### src/design/rau_pkg.sv
// Shared constants and codes for the rational arithmetic unit.
package rau_pkg;

    // Default operand width and the fixed width of every numeric field.
    localparam int DEF_WIDTH = 32;
    localparam int FIELD_W   = 32;

    // Action codes.
    localparam logic [2:0] ACT_ADD = 3'd0;
    localparam logic [2:0] ACT_SUB = 3'd1;
    localparam logic [2:0] ACT_MUL = 3'd2;
    localparam logic [2:0] ACT_DIV = 3'd3;
    localparam logic [2:0] ACT_CMP = 3'd4;

    // Status codes.
    localparam logic [1:0] ST_OK   = 2'd0;
    localparam logic [1:0] ST_OVF  = 2'd1;
    localparam logic [1:0] ST_ZERO = 2'd2;

    // Compare order codes.
    localparam logic [1:0] ORD_LESS    = 2'd0;
    localparam logic [1:0] ORD_EQUAL   = 2'd1;
    localparam logic [1:0] ORD_GREATER = 2'd2;

endpackage

### src/design/rau_div.sv
// Restoring unsigned divider, one quotient bit per cycle.
module rau_div #(
    parameter int DW = 2 * rau_pkg::DEF_WIDTH
) (
    input  logic          clk,
    input  logic          rst_n,
    input  logic          start,
    input  logic [DW-1:0] dividend,
    input  logic [DW-1:0] divisor,
    output logic          done,
    output logic [DW-1:0] quotient
);
    import rau_pkg::*;

    localparam int CW = $clog2(DW);

    logic [DW-1:0] rem_reg, rem_next;
    logic [DW-1:0] quo_reg, quo_next;
    logic [DW-1:0] dsr_reg, dsr_next;
    logic [CW-1:0] cnt_reg, cnt_next;
    logic          busy_reg, busy_next;
    logic          done_reg, done_next;
    logic [DW:0]   trial;
    logic          fits;

    // Shift in the next dividend bit and try the subtraction.
    assign trial = {rem_reg, quo_reg[DW-1]};
    assign fits  = trial >= {1'b0, dsr_reg};

    always_comb
    begin
        rem_next  = rem_reg;
        quo_next  = quo_reg;
        dsr_next  = dsr_reg;
        cnt_next  = cnt_reg;
        busy_next = busy_reg;
        done_next = 1'b0;
        if (start)
        begin
            rem_next  = '0;
            quo_next  = dividend;
            dsr_next  = divisor;
            cnt_next  = CW'(DW - 1);
            busy_next = 1'b1;
        end
        else if (busy_reg)
        begin
            if (fits)
            begin
                rem_next = DW'(trial - {1'b0, dsr_reg});
            end
            else
            begin
                rem_next = trial[DW-1:0];
            end
            quo_next = {quo_reg[DW-2:0], fits};
            cnt_next = cnt_reg - CW'(1);
            if (cnt_reg == '0)
            begin
                busy_next = 1'b0;
                done_next = 1'b1;
            end
        end
    end

    always_ff @(posedge clk or negedge rst_n)
    begin
        if (!rst_n)
        begin
            busy_reg <= 1'b0;
            done_reg <= 1'b0;
        end
        else
        begin
            busy_reg <= busy_next;
            done_reg <= done_next;
        end
    end

    always_ff @(posedge clk)
    begin
        rem_reg <= rem_next;
        quo_reg <= quo_next;
        dsr_reg <= dsr_next;
        cnt_reg <= cnt_next;
    end

    assign done     = done_reg;
    assign quotient = quo_reg;

endmodule

### config.mk
export PLATFORM = sky130hd
export DESIGN_NAME = rau_div
export DESIGN_NICKNAME = d
export VERILOG_FILES = /design/src/design/rau_pkg.sv /design/src/design/rau_div.sv
export SDC_FILE = /design/constraint.sdc
export NUM_CORES = 1
export LEC_CHECK = 0
export ABC_AREA = 1
export BUFFER_PORTS_ARGS = -buffer_cell sky130_fd_sc_hd__buf_4
export CAP_MARGIN = 5
export CORE_MARGIN = 5
export CORE_UTILIZATION = 55
export CTS_CLUSTER_SIZE = 16
export DETAILED_ROUTE_END_ITERATION = 7
export GPL_TIMING_DRIVEN = 0
export PLACE_DENSITY = 0.77
export SLEW_MARGIN = 25
export SYNTH_ARGS = -nofsm -noshare
export SYNTH_HDL_FRONTEND = slang
export SYNTH_SLANG_ARGS = --single-unit
### constraint.sdc
create_clock -name clk -period 5.49 [get_ports clk]
set_input_delay 1.647 -clock clk [delete_from_list [all_inputs] [get_ports clk]]
set_output_delay 1.647 -clock clk [all_outputs]
set_load 0.02 [all_outputs]
==> results.py <==
metrics = {
    "clock_network": {
        "htree_levels": 4,
        "numCtsBuffers": 17,
        "clkTransAtPathRegs_ns": 0.09,
        "postCtsSetupRepairBufs": 0,
        "cts_resized": 0,
        "cts_buffer_depth": 2,
        "ctsHoldBuffers": 0,
        "cts.sinks": 200,
        "cts_tree": "built",
        "cts_root_buffer": "clkbuf_16",
        "clk_latency_ns": 0.46,
    },
    "global_route": {
        "grt.total_usage_pct": 31.3,
        "first_global_vias": 13400,
        "antenna_found_initial": 0,
        "grt_first_pass_wirelength_mm": 70.9,
        "grt_overflow": 0,
        "grt_max_degree": 70,
    },
    "floorplan": {
        "start_util_pct": 55.3,
        "core-area_um2": 25800,
        "dieHeight_um": 171,
        "rows": 59,
        "die_w_um": 171,
        "die_area_um2": 29200,
        "num_io_pins": 196,
    },
    "cells_and_area": {
        "antennaDiodeCount": 0,
        "fillers": 2427,
        "areaGrowthSynthToFinish_pct": 17.8,
        "final_nets": 2592,
        "fin_area_um2": 16800,
        "drive_gt1_share_pct": 11.8,
    },
    "logic_synthesis": {
        "netlist_instances": 2179,
        "synth.area.top_cells": "edfxtp_1, nand2_1, inv_1",
        "yosys_most_used_dff": "edfxtp_1",
        "synth_seq_cells": 200,
        "synth_top_area_share_pct": 27.0,
        "synth_async_sr_flop_share_pct": 1.00,
        "yosysMostFrequentCell": "nand2_1",
        "synthTopCellsByCount": "nand2_1, inv_1, nand3_1",
        "synth.largest_area_cell": "edfxtp_1",
        "ys_warn_count": 0,
        "ys_types": 39,
        "synth_area_per_cell_um2": 6.54,
        "syn_area_um2": 14300,
        "yosysSeqAreaShare_pct": 37.1,
        "syn_nets": 2377,
        "synth_edf_count": 128,
    },
    "critical_path": {
        "startpoint": "start",
        "r2r-start": "dsr_reg[44]",
        "start_kind": "input port",
        "reg2reg_slack_ns": 2.51,
        "path_class": "in -> reg",
        "cp.arrival_ns": 4.28,
        "required_ns": 5.62,
        "end_kind": "register",
        "crit_fanout": 69,
        "reg2reg_depth": 16,
        "crit_end": "quotient[57]",
        "r2r_end": "rem_reg[52]",
    },
    "timing": {
        "finalSetupTns_ns": 0,
        "timing.final.crit_share_pct": 75.4,
        "max_slew_margin_pct": 33.2,
        "hold_viol": 0,
        "fin_skew_ns": 0.0198,
        "max_freq_mhz": 242,
        "fin_crit_ns": 4.14,
        "max_slew.worst_pin.slew_ns": 1.00,
        "slew_violations": 0,
        "grt_setup_unrepaired": "false",
        "setup_violations": 0,
    },
    "power": {
        "p_leak_nw": 9.37,
        "p_per_area_nw_per_um2": 220,
        "ir_drop_mv": 0.173,
    },
    "drt": {
        "vias": 14000,
        "drt_wl_total_mm": 45.9,
        "dr.pass1.iters": 6,
        "antenna_left": 0,
        "viasPerCell": 5.12,
        "post-route-drc-count": 0,
        "drt_iter0_drc": 1379,
        "wl_per_cell_um": 16.7,
    },
    "worst_hold_path": {
        "min_path_type": "reg -> reg",
    },
    "flow_run": {
        "cap_viol_max_count": 0,
    },
    "placement": {
        "port_buffers": 195,
        "place_area_um2": 16200,
        "dpl.hpwl_mm": 37.3,
        "place.gp.congestion": 1.06,
    },
    "run_status": {
        "status": "finished, final reports clean",
    },
}
[layer usage]
layer | GRT usage, % | share of wire [%] | vias to the layer above
met5 | 0 | 0 | -
met4 | 11.3 | 3.5 | 0
met3 | 7.95 | 9.6 | 92
met2 | 50.2 | 45 | 582
met1 | 41.1 | 42 | 6274
li1 | - | - | 7082
[cell usage in the layout (no fill, tap or decap), types with 36 or more instances in the layout]
cell / netlist / routed
a21oi_1: 47 / 47
buf_4: 9 / 204
dfxtp_1: 70 / 70
edfxtp_1: 128 / 128
ha_1: 66 / 66
inv_1: 446 / 446
nand2_1: 919 / 919
nand3_1: 148 / 148
nand3b_1: 36 / 36
nor2_1: 108 / 108
[final cells by class]
| cell class | count | area [µm²] | area share (%) |
|---|---|---|---|
| multi-input combinational | 1479 | 6960 | 41.4 |
| sequential | 200 | 5300 | 31.5 |
| inverter | 452 | 1700 | 10.1 |
| clock buffer | 17 | 425 | 2.53 |
| timing repair buffer | 196 | 1490 | 8.88 |
| tap | 335 | 419 | 2.49 |
| buffer | 48 | 313 | 1.86 |
| clock inverter | 15 | 201 | 1.20 |
[power by group]
part           switching (mW)  total (mW)  internal, mW
Combinational           0.359       0.591         0.233
Clock                   0.701        1.36         0.663
Sequential             0.0435        1.74          1.70
Total                    1.10        3.70          2.59
[critical path: stages]
cell and delay, ns:
buf_4 0.68, nor2_1 0.30, inv_1 0.27, clkbuf_1 0.43, clkbuf_4 0.50, buf_16 0.29
[worst min-delay path by stage]
stage                startpoint           to  slack [ns]  depth (start not counted)
global route        rem_reg[62]  rem_reg[62]        0.49                          2
CTS                 rem_reg[40]  rem_reg[40]        0.47                          2
floorplan           rem_reg[27]  rem_reg[27]        0.44                          2
detailed placement  rem_reg[40]  rem_reg[40]        0.46                          2
finish              rem_reg[42]  rem_reg[42]        0.47                          2
global placement     cnt_reg[5]   cnt_reg[5]        0.46                          1
[per-stage QoR]
step	utilization, %	power, mW	worst slack (ns)	std cells	hold WS, ns
finish	65.2	3.70	1.35	2742	0.472
global route	65.2	3.83	1.25	2742	0.495
floorplan	-	2.10	1.03	2179	0.444
CTS	65.2	3.70	1.45	2742	0.473
detailed placement	62.8	2.36	0.962	2710	0.459
global placement	62.7	2.35	-1.19	2709	0.458
[kinds of logic (layout without fill, tap and decap cells)]
kind of cell	after synthesis	count (layout)	share of synthesized area [%]
buffers and inverters	500	728	14.1
and+or+nand+nor	1274	1274	36.9
AOI/OAI and AO/OA	107	107	4.05
adders and majority gates	67	67	5.93
DFF	200	200	37.1
xor gates and xnor gates	31	31	1.90
No activity file was read; power rests on OpenSTA's default activity.
